===== config.mk =====
export PLATFORM = sky130hd
export DESIGN_NAME = lbp_front
export DESIGN_NICKNAME = d
export VERILOG_FILES = /design/src/rtl/core/lbp_pkg.sv /design/src/rtl/core/lbp_front.sv
export SDC_FILE = /design/constraint.sdc
export NUM_CORES = 1
export LEC_CHECK = 0
export ABC_AREA = 0
export BUFFER_PORTS_ARGS = -buffer_cell sky130_fd_sc_hd__buf_4
export CORE_MARGIN = 4
export CORE_UTILIZATION = 53
export DETAILED_ROUTE_END_ITERATION = 10
export PLACE_DENSITY = 0.86
export SKIP_CTS_REPAIR_TIMING = 1
export SYNTH_ARGS = -nofsm -noshare
export SYNTH_HDL_FRONTEND = slang
export SYNTH_SLANG_ARGS = --single-unit
export TNS_END_PERCENT = 50

===== constraint.sdc =====
create_clock -name clk -period 4.3 [get_ports clk]
set_input_delay 0.43 -clock clk [delete_from_list [all_inputs] [get_ports clk]]
set_output_delay 0.43 -clock clk [all_outputs]
set_load 0.01 [all_outputs]

===== src/rtl/core/lbp_pkg.sv =====
`default_nettype none
package lbp_pkg;

    // default parameter values
    localparam int MAX_BEAMS_DEF     = 4096;
    localparam int CORDIC_STAGES_DEF = 16;

    // field widths
    localparam int RANGE_W = 16;
    localparam int BEAM_W  = 12;
    localparam int ANGLE_W = 16;
    localparam int POINT_W = 18;
    localparam int CFG_W   = 16;

    // internal datapath widths
    localparam int X_W   = 35;   // cordic x/y, signed, holds gain-scaled range
    localparam int Z_W   = 33;   // residual angle, 2^-32 circle units, signed
    localparam int SUM_W = 21;   // rounded coordinate plus offset
    localparam int BEAM_LIMIT_W = 17;

    // cordic gain folded into the start vector, q16
    localparam logic [RANGE_W-1:0] GAIN_Q16 = 16'd39797;

    localparam logic signed [POINT_W-1:0] SAT_MAX = 18'sd131071;
    localparam logic signed [POINT_W-1:0] SAT_MIN = -18'sd131072;

    // register map
    typedef enum logic [2:0] {
        REG_ANGLE_START = 3'd0,
        REG_ANGLE_STEP  = 3'd1,
        REG_RANGE_LIMIT = 3'd2,
        REG_MOUNT_X     = 3'd3,
        REG_MOUNT_Y     = 3'd4,
        REG_MOUNT_YAW   = 3'd5,
        REG_INVERTED    = 3'd6
    } reg_index_t;

    // configuration seen by the datapath
    typedef struct packed {
        logic [CFG_W-1:0]        angle_start;
        logic [CFG_W-1:0]        angle_step;
        logic [CFG_W-1:0]        range_limit;
        logic signed [CFG_W-1:0] mount_x;
        logic signed [CFG_W-1:0] mount_y;
        logic [CFG_W-1:0]        mount_yaw;
        logic                    inverted;
    } cfg_t;

    // payload handed from cell to cell
    typedef struct packed {
        logic signed [X_W-1:0] x;
        logic signed [X_W-1:0] y;
        logic signed [Z_W-1:0] z;
        logic                  flip;
        logic [BEAM_W-1:0]     beam;
    } cell_data_t;

    // atan(2^-i) in 2^-32 circle units
    function automatic logic [31:0] atan_value(input int idx);
        logic [31:0] val;
        case (idx)
            0:       val = 32'h20000000;
            1:       val = 32'h12E4051E;
            2:       val = 32'h09FB385B;
            3:       val = 32'h051111D4;
            4:       val = 32'h028B0D43;
            5:       val = 32'h0145D7E1;
            6:       val = 32'h00A2F61E;
            7:       val = 32'h00517C55;
            8:       val = 32'h0028BE53;
            9:       val = 32'h00145F2F;
            10:      val = 32'h000A2F98;
            11:      val = 32'h000517CC;
            12:      val = 32'h00028BE6;
            13:      val = 32'h000145F3;
            14:      val = 32'h0000A2FA;
            15:      val = 32'h0000517D;
            16:      val = 32'h000028BE;
            17:      val = 32'h0000145F;
            18:      val = 32'h00000A30;
            19:      val = 32'h00000518;
            20:      val = 32'h0000028C;
            21:      val = 32'h00000146;
            22:      val = 32'h000000A3;
            23:      val = 32'h00000051;
            default: val = 32'h00000000;
        endcase
        return val;
    endfunction

endpackage
`default_nettype wire


===== src/rtl/core/lbp_front.sv =====
`default_nettype none
module lbp_front #(
    parameter int MAX_BEAMS = lbp_pkg::MAX_BEAMS_DEF
) (
    input  wire                       clk,
    input  wire                       rst_n,
    input  wire                       en,
    input  lbp_pkg::cfg_t             cfg,
    input  wire                       in_valid,
    input  wire [lbp_pkg::RANGE_W-1:0] range_mm,
    input  wire [lbp_pkg::BEAM_W-1:0] beam_index,
    input  wire                       range_invalid,
    output logic                      out_valid,
    output lbp_pkg::cell_data_t       out_data
);
    import lbp_pkg::*;

    localparam logic [BEAM_LIMIT_W-1:0] BEAM_LIMIT = BEAM_LIMIT_W'(MAX_BEAMS);
    localparam int PROD_W = BEAM_W + ANGLE_W;
    localparam int X0_W   = 2 * RANGE_W;

    logic                   keep;
    logic [PROD_W-1:0]      prod_full;
    logic [X0_W-1:0]        x0_full;

    logic                   s1_valid_reg;
    logic [ANGLE_W-1:0]     s1_prod_reg;
    logic [X0_W-1:0]        s1_x0_reg;
    logic [BEAM_W-1:0]      s1_beam_reg;

    logic                   s2_valid_reg;
    cell_data_t             s2_data_reg;
    cell_data_t             s2_data_next;

    logic [ANGLE_W-1:0]     ang_base;
    logic [ANGLE_W-1:0]     ang_dir;
    logic [ANGLE_W-1:0]     ang_total;
    logic signed [ANGLE_W:0] t_raw;
    logic signed [ANGLE_W:0] t_fold;
    logic                   flip;

    // drop filter and the two products
    assign keep = !range_invalid && (range_mm <= cfg.range_limit)
                  && ({{(BEAM_LIMIT_W-BEAM_W){1'b0}}, beam_index} < BEAM_LIMIT);
    assign prod_full = PROD_W'(beam_index) * PROD_W'(cfg.angle_step);
    assign x0_full   = X0_W'(range_mm) * X0_W'(GAIN_Q16);

    always_ff @(posedge clk or negedge rst_n)
    begin
        if (!rst_n)
            s1_valid_reg <= 1'b0;
        else if (en)
            s1_valid_reg <= in_valid && keep;
    end

    always_ff @(posedge clk)
    begin
        if (en && in_valid)
        begin
            s1_prod_reg <= prod_full[ANGLE_W-1:0];
            s1_x0_reg   <= x0_full;
            s1_beam_reg <= beam_index;
        end
    end

    // total angle, folded into the right half plane
    always_comb
    begin
        ang_base  = cfg.angle_start + s1_prod_reg;
        ang_dir   = cfg.inverted ? (ANGLE_W'(0) - ang_base) : ang_base;
        ang_total = ang_dir + cfg.mount_yaw;
        t_raw     = $signed({ang_total[ANGLE_W-1], ang_total});
        flip      = 1'b0;
        t_fold    = t_raw;
        if (t_raw > 17'sd16384)
        begin
            t_fold = t_raw - 17'sd32768;
            flip   = 1'b1;
        end
        else if (t_raw < -17'sd16384)
        begin
            t_fold = t_raw + 17'sd32768;
            flip   = 1'b1;
        end
        s2_data_next.x    = $signed({{(X_W-X0_W){1'b0}}, s1_x0_reg});
        s2_data_next.y    = '0;
        s2_data_next.z    = $signed({t_fold, 16'd0});
        s2_data_next.flip = flip;
        s2_data_next.beam = s1_beam_reg;
    end

    always_ff @(posedge clk or negedge rst_n)
    begin
        if (!rst_n)
            s2_valid_reg <= 1'b0;
        else if (en)
            s2_valid_reg <= s1_valid_reg;
    end

    always_ff @(posedge clk)
    begin
        if (en && s1_valid_reg)
            s2_data_reg <= s2_data_next;
    end

    assign out_valid = s2_valid_reg;
    assign out_data  = s2_data_reg;

endmodule
`default_nettype wire


; ---- Word level (Yosys, flattened, before mapping)
; Cells that the tools add are included.
[totals]
reg_bits = 124
input_bits = 130
output_inout_bits = 117
[classes]
mul = 2
order_cmp = 3
muxes = 4
n_reduce_logical = 5
add_sub_neg = 5
[ops]
columns = operator, n
row1 = 17-bit 2-to-1 mux, 2
row2 = 16-bit adder, 2
row3 = "16-bit by 16-bit multiplier with 32-bit output, second input constant", 1
row4 = "16-bit by 17-bit adder with 17-bit output, second input constant", 1
row5 = "16-bit by 17-bit subtractor with 17-bit output, second input constant", 1
row6 = "16-bit > comparator, second input constant", 1
row7 = 16-bit less-or-equal comparator, 1
row8 = "16-bit by 15-bit less-than comparator with 1-bit output, second input constant", 1
row9 = 12-bit by 16-bit multiplier with 16-bit output, 1
row10 = 16-bit 2-to-1 mux, 1
row11 = "1-bit by 16-bit subtractor with 16-bit output, first input constant", 1
row12 = 1-bit logical AND, 4
row13 = 1-bit zero test, 1
row14 = 1-bit 2-to-1 mux, 1

; ---- Depth between registers and ports, before layout
; Gate-level depths: netlist of run 1.
[logic_depth]
depth_word = 7
depth_mapped = 21

; ---- Least setup slack after synthesis of run 1
; OpenSTA, ideal clock, no wires.
[synth_timing]
kind = input port to flip-flop
startpoint = input range_mm[7] in the netlist's numbering
endpoint = register s1_x0_reg[31], data pin
setup_time_ns = 0.258
path_slack_ns = -1.902
arrival_time_ns = 5.944
n_path_buf = 0
stages = 20
path_cell_list = fa_1 -> inv_1 -> fa_1 -> fa_1 -> inv_1 -> fa_1 -> fa_1 -> inv_1 -> fa_1 -> inv_1 -> ha_1 -> nand2_1 -> a2111oi_0 -> o211ai_1 -> o21ai_0 -> a31o_2 -> a2111oi_0 -> o31ai_1 -> a21oi_1 -> xnor2_1
[synth_between]
elab_chain_cells = 1
[synth_lines]
columns = item, line_no
row1 = start: declaration, lbp_front.sv:10  ; input wire [lbp_pkg::RANGE_W-1:0] range_mm,
row2 = 16-bit by 16-bit multiplier with 32-bit output, lbp_front.sv:46  ; assign x0_full = X0_W'(range_mm) * X0_W'(GAIN_Q16);
row3 = named net x0_full[31], lbp_front.sv:24  ; logic [X0_W-1:0] x0_full;
row4 = end signal: assignment, lbp_front.sv:61  ; s1_x0_reg <= x0_full;
row5 = end: declaration, lbp_front.sv:28  ; logic [X0_W-1:0] s1_x0_reg;
; The timed path passes the listed nets, and every way through them passes these cells.
; A chain may end at the register's enable or synchronous reset.

; ---- Worst setup path in the final report of run 1
[layout_timing]
startpoint = input range_mm[8] in the netlist's numbering
endpoint = register s1_x0_reg[30], data pin
; The elaborated chain is that of the path after synthesis.

==> summary.md, run 1 <==
| Metric | Value |
|---|---|
| Synth Area per Inst | `about 11 sq um` |
| Clock Latency Late Sink | `0.43 ns` |
| Largest cells by area after synthesis | `fa_1, edfxtp_1, ha_1` |
| R2R Setup Slk | `-0.49 ns` |
| Critical path class | `input port to register` |
| VDD IR max | `1030 uV` |
| Max reg flops | `62` |
| Full die area | `30,800 sq um` |
| Worst-Margin Slew | `1.12 ns` |
| Fin crit share | `1.27` |
| Clock buffer depth | `2` |
| Max Slew Vio Count | `0` |
| Die Wd | `176 um` |
| Slew margin rel. | `0.256` |
| Number of placement rows | `61` |
| Largest net degree at the start of global routing | `44` |
| # IOs | `approximately 250` |
| Fin util | `0.703` |
| Fin crit period | `5.45 ns` |
| Reg clk slew, reported paths | `0.06 ns` |
| Placer Congestion | `0.883` |
| Vias per inst | `between 5 and 6` |
| DR WL/cell | `about 17 um` |
| Final Hold Viols | `0` |
| Synth warnings | `0` |
| Core area | `roughly 28,000 sq um` |
| Critical path endpoint | `s1_x0_reg[30]$_DFFE_PP_` |
| Worst setup startpoint | `range_mm[8]` |
| Failing checks | `setup timing` |
| Gr usage total | `0.239` |
| CTS tree | `yes` |
| Startpoint class of the critical path | `input port` |
| Post-synth EDFFs | `122` |
| Layout Nets | `approximately 2,300` |
| Cell count of the worst hold path | `1` |
| Async SR Flop Fraction | `0.0161` |
| Biggest area consumer among synthesized cells | `fa_1` |
| Clock sinks | `roughly 120` |
| Residual DRC | `0` |
| Initial Util | `0.537` |
| PwrDens | `944 nW/um^2` |
| Data required time of the worst path | `4.46 ns` |
| Area Growth Syn to Fin | `31.0%` |
| Post-synth top area share | `0.248` |
| H-tree levels | `4` |
| Synthesis-stage register bit count | `124` |
| Die Ht | `between 150 and 200 um` |
| Initial antenna violation count | `0` |
| MaxCap Viol Count | `0` |
| R2R depth | `21` |
| Worst R2R End | `out_data[12]$_SDFFCE_PN1P_` |
| Final WL | `37,500 um` |
| Initial DRC count | `around 600` |
| Routed vias | `11,500` |
| DR pass1 iterations | `4` |
| Total power | `18,400 uW` |
| Worst Path Max Fanout | `5` |
| Hold Worst Slack | `between 0.2 and 0.25 ns` |
| Post-synth top cells | `inv_1, ha_1, fa_1, edfxtp_1, nand2_1` |
| Crit path DAT | `5.61 ns` |
| Register area share after synthesis | `0.250` |
| Post-route ant nets | `0` |
| FMAX | `0.184 GHz` |
| Global route total overflow | `0` |
| Number of inserted diodes | `0` |
| Outcome | `complete, but fails checks` |
| Top-count cell post-synth | `inv_1` |
| Min-Delay Path Class | `input port to register` |
| Worst Skew | `0.0199 ns` |
| Vias in the first global route | `approximately 13,000` |
| RSZ-0062 raised after global routing | `yes` |
| First-pass GRT wire length | `59,300 um` |
| Layout cells sized above 1 | `0.305` |
| LEAKAGE | `approximately 0.0095 uW` |
| TritonCTS Buffers | `17` |
| Reg-to-Reg Start | `s1_prod_reg[0]$_DFFE_PP_` |
| Root buffer cell | `clkbuf_16` |
| Critical Path End Type | `register` |
| Synth Instances | `between 1,000 and 1,500` |
| Synth Cell Area | `14,900 sq um` |
| Synth unique cells | `65` |
| Final setup margin | `-1.15 ns` |
| Final setup viols | `26` |
| Total Negative Setup Slacks | `-16.31 ns` |
| Port Buffer Count | `160` |
| Post-synth top flop | `edfxtp_1` |
| DPL Wire Length | `around 30,000 um` |
-- per-stage QoR --
step | cells | worst slack [ns] | area, sq um
floorplan | 1455 | -1.09 | 15200
global placement | 2167 | -1.38 | 18200
detailed placement | 2167 | -1.58 | 18200
CTS | 2199 | -1.15 | 18800
global route | 2218 | -1.32 | 19500
finish | 2218 | -1.15 | 19500
-- worst min path at each step --
| stage | slack, ns | endpoint | startpoint |
|---|---|---|---|
| 2_1_floorplan | 0.13 | out_valid$_DFFE_PN0P_ | rst_n |
| 5_1_grt | 0.24 | s1_beam_reg[5]$_DFFE_PP_ | beam_index[5] |
| 3_3_place_gp | 0.21 | out_valid$_DFFE_PN0P_ | rst_n |
| 3_5_place_dp | 0.21 | s1_valid_reg$_DFFE_PN0P_ | rst_n |
| 4_1_cts | -0.23 | s1_valid_reg$_DFFE_PN0P_ | rst_n |
| 6_report | 0.24 | s1_beam_reg[5]$_DFFE_PP_ | beam_index[5] |
-- layer usage --
metal	vias up	GRT usage	wire, um
met4	0	0.0754	1110
met5	-	0	0
li1	5323	-	-
met2	369	0.442	19800
met1	5733	0.287	14600
met3	86	0.0357	1980
-- where the power goes --
| group | leakage [uW] | internal, uW | switching [uW] | total, uW |
|---|---|---|---|---|
| logic | 0.00803 | 7440 | 7240 | 14700 |
| clock network | 0.000280 | 819 | 640 | 1460 |
| registers | 0.00115 | 2150 | 89.1 | 2240 |
-- cells in the final DEF, fill, tap and decap left out, types with 5 or more instances in the layout --
cell type    n
nand2b_1     9
o21a_1      14
a31oi_1      5
and2_1      66
buf_4      409
inv_1      267
nand2_1     82
ha_4        10
nor2_1      44
xor2_1      17
nor2b_1      9
a21oi_2      8
nor3_1       7
nand4_1      5
a211oi_1     5
buf_6        8
or2_2        5
a21o_1      18
nand3_1      9
o21ai_2      9
clkbuf_16   17
o211ai_1    10
ha_1       196
o21ai_0     27
xnor2_2      5
a21oi_1     26
inv_2       13
conb_1      54
edfxtp_1   122
xnor2_1     59
a21boi_2     5
fa_1       182
-- critical path, cell delays in order --
cell       delay [ns]
buf_12           0.11
fa_1             0.54
inv_2            0.04
fa_1             0.54
fa_1             0.43
inv_2            0.08
fa_2             0.43
fa_1             0.49
inv_1            0.05
fa_1             0.49
inv_2            0.05
ha_4             0.28
nand2_4          0.07
a2111oi_4        0.36
buf_4            0.18
a2111o_1         0.17
nand2_2          0.09
o21ai_4          0.21
a21bo_2          0.19
a31o_4           0.16
a21oi_2          0.06
xnor2_1          0.13
-- logic make-up (layout without fill, tap and decap cells) --
| kind of cell | count (synthesis) | count (layout) | share of synthesized area |
|---|---|---|---|
| AO/OA/AOI/OAI | 173 | 173 | 0.0779 |
| XOR/XNOR | 87 | 87 | 0.0522 |
| adder cells (fa/ha/maj) | 391 | 391 | 0.422 |
| buffers and inverters | 350 | 735 | 0.102 |
| flip-flops | 124 | 124 | 0.250 |
| multiplexers | 4 | 4 | 0.00278 |
| other | 1 | 54 | 0.000252 |
| AND/OR/NAND/NOR | 272 | 272 | 0.0933 |
-- final cells by class --
cell class                      count  area [sq um]
Tap cell                          378           473
Sequential cell                   124          3710
Clock buffer                       17           425
Inverter                          282          1060
Multi-Input combinational cell    981         10400
Fill cell                        1914          8220
Clock inverter                     15           155
Timing Repair Buffer              421          3230
Power figures use the tool's default switching activity.
==> run 2: changes to the inputs <==
MAX_ROUTING_LAYER = met4   (was not set)
==> run 2 against run 1 <==
Compared with the run above: the run still ends with setup timing left; highest routed layer unchanged; largest cell class unchanged; worst hold slack gained 0.027 ns; wire length shrank 1.2%; critical path depth shrank 3; register-to-register slack lost 0.03 ns; via count shrank 0.24%; sequential share of layout area shrank 0.13 points.
==> summary.md, run 2 (synthesis gave the netlist of run 1 again) <==
| Metric | Value |
|---|---|
| Routed vias | `11,500 (about the same)` |
| Post-Layout Cell Count | `2,221 (was 2,218)` |
| Residual DRC | `0 (unchanged)` |
| Layout Nets | `2,351 (was 2,348)` |
| FMAX | `0.183 GHz (was 0.184 GHz)` |
| Final setup margin | `-1.17 ns (was -1.15 ns)` |
| RSZ-0062 raised after global routing | `yes (unchanged)` |
| Initial antenna violation count | `0 (unchanged)` |
| Data required time of the worst path | `4.46 ns (about the same)` |
| Final WL | `37,000 um (was 37,500 um)` |
| Slew margin rel. | `0.225 (was 0.256)` |
| Design area | `19,600 sq um (was 19,500 sq um)` |
| Most frequent cells in the layout | `buf_4, inv_1, ha_1 (unchanged)` |
| Total power | `18,600 uW (was 18,400 uW)` |
| Vias per inst | `5.17 (was 5.19)` |
| Crit path DAT | `5.63 ns (was 5.61 ns)` |
| DR WL/cell | `16.7 um (was 16.9 um)` |
| Fill cells | `1,948 (was 1,914)` |
| Post-route ant nets | `0 (unchanged)` |
| First-pass GRT wire length | `59,000 um (was 59,300 um)` |
| CP max-delay cell | `fa_1 (unchanged)` |
| Root buffer cell | `clkbuf_16 (unchanged)` |
| Cell Area, Placed | `18,300 sq um (was 18,200 sq um)` |
| Min-delay src | `beam_index[5] (unchanged)` |
| H-tree levels | `4 (unchanged)` |
| Worst Skew | `0.0139 ns (was 0.0199 ns)` |
| Placed insts | `2,171 (was 2,167)` |
| Fin crit share | `1.27 (about the same)` |
| Die Ht | `176 um (unchanged)` |
| Initial DRC count | `535 (was 604)` |
| Clock Latency Late Sink | `0.42 ns (was 0.43 ns)` |
| Largest net degree at the start of global routing | `45 (was 44)` |
| Vias in the first global route | `12,500 (was 12,600)` |
| Gr usage total | `0.244 (was 0.239)` |
| Global routing's busiest layer | `met2 (unchanged)` |
| Outcome | `complete, but fails checks (unchanged)` |
| Global route total overflow | `0 (unchanged)` |
| Reg clk slew, reported paths | `0.06 ns (about the same)` |
| Register area | `3710 sq um (unchanged)` |
| DPL Wire Length | `29,700 um (was 30,100 um)` |
| Worst Path Max Fanout | `5 (unchanged)` |
| Most common cell after layout, fill and taps aside | `buf_4 (unchanged)` |
| Multi-input gate area | `10,500 sq um (was 10,400 sq um)` |
| Initial Util | `0.537 (unchanged)` |
| Full die area | `30,800 sq um (unchanged)` |
| Number of inserted diodes | `0 (unchanged)` |
| Number of placement rows | `61 (unchanged)` |
| VDD IR max | `1040 uV (was 1030 uV)` |
| Critical path class | `input port to register (unchanged)` |
| Startpoint class of the critical path | `input port (unchanged)` |
| Max reg flops | `62 (unchanged)` |
| Placer Congestion | `0.884 (was 0.883)` |
| Core area | `27,700 sq um (unchanged)` |
| Met2 usage | `0.431 (was 0.442)` |
| CP max stage delay | `0.54 ns (about the same)` |
| Area Growth Syn to Fin | `31.9% (was 31.0%)` |
| MaxCap Viol Count | `0 (unchanged)` |
| PwrDens | `946 nW/um^2 (was 944 nW/um^2)` |
| CTS tree | `yes (unchanged)` |
| Clock buffer depth | `2 (unchanged)` |
| Critical Path End Type | `register (unchanged)` |
| LEAKAGE | `0.00952 uW (was 0.00946 uW)` |
| Cell Chain, Critical Path | `buf_12 > inv_4 > fa_1 > fa_1 > fa_1 > fa_1 > fa_1 > inv_2 > fa_1 > ha_4 > inv_4 > a2111oi_4 > o211ai_1 > o21ai_2 > a31o_4 > a2111oi_4 > o31ai_1 > a21oi_1 > xnor2_1 (was buf_12 > fa_1 > inv_2 > fa_1 > fa_1 > inv_2 > fa_2 > fa_1 > inv_1 > fa_1 > inv_2 > ha_4 > nand2_4 > a2111oi_4 > buf_4 > a2111o_1 > nand2_2 > o21ai_4 > a21bo_2 > a31o_4 > a21oi_2 > xnor2_1)` |
| Worst setup startpoint | `range_mm[8] (unchanged)` |
| Worst-Margin Slew | `1.16 ns (was 1.12 ns)` |
| Reg-to-Reg Start | `s1_prod_reg[0]$_DFFE_PP_ (unchanged)` |
| Layout cells sized above 1 | `0.310 (was 0.305)` |
| Die Wd | `176 um (unchanged)` |
| # IOs | `247 (unchanged)` |
| CP dominant cell by count | `fa_1 (unchanged)` |
| TritonCTS Buffers | `17 (unchanged)` |
| DR pass1 iterations | `5 (was 4)` |
| Fin crit period | `5.47 ns (was 5.45 ns)` |
| Final Hold Viols | `0 (unchanged)` |
| Max Slew Vio Count | `0 (unchanged)` |
| Min-Delay Path Class | `input port to register (unchanged)` |
| Port Buffer Count | `160 (unchanged)` |
| Failing checks | `setup timing (unchanged)` |
| GRT met1 Usage | `0.290 (was 0.287)` |
| Clock sinks | `124 (unchanged)` |
| Final setup viols | `27 (was 26)` |
| Routing usage on met3 | `0.0351 (was 0.0357)` |
[run 2: cell count changes in the layout (fill, tap and decap cells not counted), moves of 4 or more]
cell       change
inv_2          -4
bufinv_16      +4
inv_8          -4
buf_4          +4
[run 2: cell type report]
cell class	count	area share
clock buffers	17	0.0217
clock inverters	15	0.0119
inverters	282	0.0543
multi-input cells	981	0.533
flip-flops and latches	124	0.189
well taps	378	0.0241
repair buffers	424	0.165
[run 2: report_power, final]
group	internal (uW)	switching, uW
logic	7500	7180
clock network	1040	599
registers	2150	83.0
[run 2: path summary, 6_finish.rpt]
kind                       slack, ns                    endpoint  cells past startpoint
setup / recovery               -1.17     s1_x0_reg[31]$_DFFE_PP_                     19
hold / removal                  0.27    s1_beam_reg[5]$_DFFE_PP_                      1
setup reg to reg               -0.52  out_data[12]$_SDFFCE_PN1P_                     17
hold reg to reg                 0.41     out_data[107]$_DFFE_PP_                      0
max in group asynchronous       3.88    s1_valid_reg$_DFFE_PN0P_                      2
min in group asynchronous       0.33       out_valid$_DFFE_PN0P_                      2
[run 2: worst max-delay path, delay by kind of cell]
kind | cells | cell delay [ns]
xor+xnor | 1 | 0.14
compound gates | 7 | 1.52
fa+ha+maj | 7 | 3.32
buf+inv | 4 | 0.20
[run 2: per-layer routing]
metal	part of all wire	vias up
met2	0.52	375
met1	0.40	5683
met5	0	-
met3	0.055	86
met4	0.027	0
li1	-	5339
[run 2: per-stage QoR]
stage / hold WS [ns] / worst slack, ns / utilization / TNS [ns]
floorplan: 0.134 / -1.09 / - / -14.67
global placement: 0.212 / -1.43 / 0.660 / -25.17
detailed placement: 0.214 / -1.62 / 0.660 / -28.97
CTS: -0.245 / -1.17 / 0.683 / -16.43
global route: 0.265 / -1.28 / 0.708 / -19.47
finish: 0.269 / -1.17 / 0.708 / -15.08
==> run 3: changes to the inputs <==
ABC_AREA = 1   (was 0)
CORE_UTILIZATION = 54   (was 53)
PLACE_DENSITY = 0.87   (was 0.86)
==> run 3 against run 2 <==
Compared with the run above: area after synthesis is 4.7% higher; via count is 5.6% higher; wire length is 1.2% higher; power is 2.7% lower; non-clock buffer count is 69 lower; the flow still finishes with violations (setup timing).
==> summary.md, run 3 <==
| Metric | Value |
|---|---|
| Clock buffer depth | `2 (unchanged)` |
| Final setup viols | `24 (was 27)` |
| Root buffer cell | `clkbuf_16 (unchanged)` |
| Global route total overflow | `0 (unchanged)` |
| Synth Instances | `1,729 (was 1,402)` |
| Top-count cell post-synth | `inv_1 (unchanged)` |
| LEAKAGE | `0.0105 uW (was 0.00952 uW)` |
| Slew margin rel. | `0.408 (was 0.225)` |
| Area Growth Syn to Fin | `25.6% (was 31.9%)` |
| Fin crit period | `4.92 ns (was 5.47 ns)` |
| Vias in the first global route | `12,400 (was 12,500)` |
| RSZ-0062 raised after global routing | `yes (unchanged)` |
| Worst Skew | `0.00910 ns (was 0.0139 ns)` |
| Worst-Margin Slew | `0.888 ns (was 1.16 ns)` |
| DPL Wire Length | `30,700 um (was 29,700 um)` |
| Synthesis-stage register bit count | `124 (unchanged)` |
| H-tree levels | `4 (unchanged)` |
| Full die area | `31,600 sq um (was 30,800 sq um)` |
| Final setup margin | `-0.625 ns (was -1.17 ns)` |
| Initial DRC count | `749 (was 535)` |
| Layout cells sized above 1 | `0.236 (was 0.310)` |
| Core area | `28,100 sq um (was 27,700 sq um)` |
| DR WL/cell | `15.2 um (was 16.7 um)` |
| Layout Nets | `2,603 (was 2,351)` |
| Failing checks | `setup timing (unchanged)` |
| CP delay by family, top | `adder cells (unchanged)` |
| Post-Layout Cell Count | `2,473 (was 2,221)` |
| Synth unique cells | `43 (was 65)` |
| Register area share after synthesis | `0.239 (was 0.250)` |
| Critical Path End Type | `register (unchanged)` |
| First-pass GRT wire length | `59,000 um (about the same)` |
| Total Negative Setup Slacks | `-8.07 ns (was -15.08 ns)` |
| Initial antenna violation count | `0 (unchanged)` |
| Most frequent cells in the layout | `inv_1, nand2_1, buf_4 (was buf_4, inv_1, ha_1)` |
| Synth warnings | `0 (unchanged)` |
| Biggest area consumer among synthesized cells | `fa_1 (unchanged)` |
| Fill cells | `2,132 (was 1,948)` |
| CP max stage delay | `0.53 ns (was 0.54 ns)` |
| DR pass1 iterations | `6 (was 5)` |
| Residual DRC | `0 (unchanged)` |
| Post-synth top area share | `0.237 (was 0.248)` |
| Critical path class | `input port to register (unchanged)` |
| Routed vias | `12,100 (was 11,500)` |
| Gr usage total | `0.242 (was 0.244)` |
| Cell Area, Placed | `18,500 sq um (was 18,300 sq um)` |
| Data required time of the worst path | `4.47 ns (was 4.46 ns)` |
| Fin crit share | `1.15 (was 1.27)` |
| Design area | `19,500 sq um (was 19,600 sq um)` |
| Clock sinks | `124 (unchanged)` |
| Crit path DAT | `5.09 ns (was 5.63 ns)` |
| CP max-delay cell | `fa_1 (unchanged)` |
| Post-route ant nets | `0 (unchanged)` |
| PwrDens | `924 nW/um^2 (was 946 nW/um^2)` |
| Clock Latency Late Sink | `0.43 ns (was 0.42 ns)` |
| TritonCTS Buffers | `17 (unchanged)` |
| FMAX | `0.203 GHz (was 0.183 GHz)` |
| Post-synth EDFFs | `122 (unchanged)` |
| Initial Util | `0.554 (was 0.537)` |
| Min-delay src | `beam_index[5] (unchanged)` |
| Most common cell after layout, fill and taps aside | `inv_1 (was buf_4)` |
| VDD IR max | `825 uV (was 1040 uV)` |
| CTS tree | `yes (unchanged)` |
| Reg clk slew, reported paths | `0.06 ns (about the same)` |
| Placer Congestion | `0.936 (was 0.884)` |
| Post-synth top flop | `edfxtp_1 (unchanged)` |
| Reg-to-Reg Start | `s1_prod_reg[0]$_DFFE_PP_ (unchanged)` |
| CP dominant cell by count | `fa_1 (unchanged)` |
| Worst setup startpoint | `range_mm[7] (was range_mm[8])` |
| Min-Delay Path Class | `input port to register (unchanged)` |
| Placed insts | `2,428 (was 2,171)` |
| Largest cells by area after synthesis | `fa_1, edfxtp_1, ha_1 (unchanged)` |
| Number of inserted diodes | `0 (unchanged)` |
| Synth Cell Area | `15,600 sq um (was 14,900 sq um)` |
| Synth Area per Inst | `9.00 sq um (was 10.6 sq um)` |
| Outcome | `complete, but fails checks (unchanged)` |
| Max reg flops | `62 (unchanged)` |
| Final WL | `37,500 um (was 37,000 um)` |
| # IOs | `247 (unchanged)` |
| Largest net degree at the start of global routing | `38 (was 45)` |
| Startpoint class of the critical path | `input port (unchanged)` |
| Worst Path Max Fanout | `5 (unchanged)` |
| WP buf/inv | `7 (was 4)` |
| Fin util | `0.696 (was 0.708)` |
| Cell Chain, Critical Path | `buf_4 > fa_1 > inv_1 > fa_1 > fa_1 > inv_1 > fa_2 > fa_1 > inv_1 > fa_1 > inv_2 > ha_4 > a21oi_2 > o21ai_1 > a21oi_2 > buf_4 > inv_1 > nand2_1 > nand3_2 > nand2_1 > o311ai_1 > xor2_1 (was buf_12 > inv_4 > fa_1 > fa_1 > fa_1 > fa_1 > fa_1 > inv_2 > fa_1 > ha_4 > inv_4 > a2111oi_4 > o211ai_1 > o21ai_2 > a31o_4 > a2111oi_4 > o31ai_1 > a21oi_1 > xnor2_1)` |
| Vias per inst | `4.90 (was 5.17)` |
| Final Hold Viols | `0 (unchanged)` |
| Die Wd | `178 um (was 176 um)` |
| Worst slack at placement | `-1.01 ns (was -1.62 ns)` |
| Post-synth top cells | `inv_1, nand2_1, ha_1, fa_1, edfxtp_1 (was inv_1, ha_1, fa_1, edfxtp_1, nand2_1)` |
| Port Buffer Count | `160 (unchanged)` |
| Max Slew Vio Count | `0 (unchanged)` |
| Die Ht | `178 um (was 176 um)` |
| Number of placement rows | `61 (unchanged)` |
| Async SR Flop Fraction | `0.0161 (unchanged)` |
| MaxCap Viol Count | `0 (unchanged)` |
## run 3: cell types whose count changed after synthesis, moves of 30 or more
cell and delta:
xnor2_1 -30, nand3_1 +37, inv_1 +170, and2_1 -67, nand2_1 +265
## run 3: through the flow
stage                     hold slack, ns  total power (uW)
after floorplan                    0.134             10100
after global placement             0.212             14300
after detailed placement           0.217             14700
after CTS                         -0.231             16500
after global routing               0.213             19700
final                              0.220             18100
## run 3: routing by layer
| layer | track usage | wire length [um] | vias to the layer above |
|---|---|---|---|
| met2 | 0.403 | 18300 | 403 |
| met4 | 0.0606 | 1070 | 0 |
| met5 | - | 0 | - |
| met3 | 0.0337 | 2210 | 89 |
| met1 | 0.317 | 15900 | 5735 |
| li1 | - | - | 5896 |
## run 3: path summary, 6_finish.rpt
path | slack [ns] | to | cells past startpoint
min in group asynchronous | 0.32 | out_valid$_DFFE_PN0P_ | 2
max | -0.62 | s1_x0_reg[30]$_DFFE_PP_ | 22
min reg2reg | 0.41 | out_data[101]$_DFFE_PP_ | 0
min | 0.22 | s1_beam_reg[5]$_DFFE_PP_ | 1
max reg2reg | 0.40 | out_data[44]$_DFFE_PP_ | 23
max in group asynchronous | 3.89 | s1_valid_reg$_DFFE_PN0P_ | 2
## run 3: logic make-up after synthesis
family / count (synthesis) / share of synthesized area
AO/OA/AOI/OAI: 107 / 0.0384
XOR/XNOR: 80 / 0.0450
adder cells (fa/ha/maj): 391 / 0.403
buffers and inverters: 528 / 0.140
flip-flops: 124 / 0.239
other: 1 / 0.000241
AND/OR/NAND/NOR: 498 / 0.134
## run 3: final cells by class
class                      count  area [sq um]  share of cell area
tap                          378           473              0.0242
clock buffer                  17           425              0.0218
timing repair buffer         355          2740               0.140
sequential                   124          3710               0.190
inverter                     454          1700              0.0872
multi-input combinational   1130         10300               0.527
clock inverter                15           184             0.00941
## run 3: power breakdown
part / switching [uW] / leakage [uW] / internal, uW / total, uW
clock network: 605 / 0.000294 / 922 / 1530
registers: 59.1 / 0.00115 / 2160 / 2220
logic: 7500 / 0.00904 / 6820 / 14300
## run 3: worst register-to-register path, stage by stage (launching register included)
cell and delay, ns:
edfxtp_1 0.38, ha_2 0.22, fa_2 0.39, nand3_1 0.12
nand2_1 0.11, nand2_1 0.07, nand2_1 0.12, nor2_2 0.16
nand4_1 0.16, o31ai_1 0.31, xnor2_1 0.16, ha_1 0.35
inv_1 0.05, o21bai_1 0.18, nor2_1 0.07, nand2_1 0.10
nand2_1 0.06, nand2_1 0.07, xor2_1 0.20, inv_1 0.08
nand2_2 0.08, nand2_1 0.06, nand2_1 0.08, nand2_1 0.06
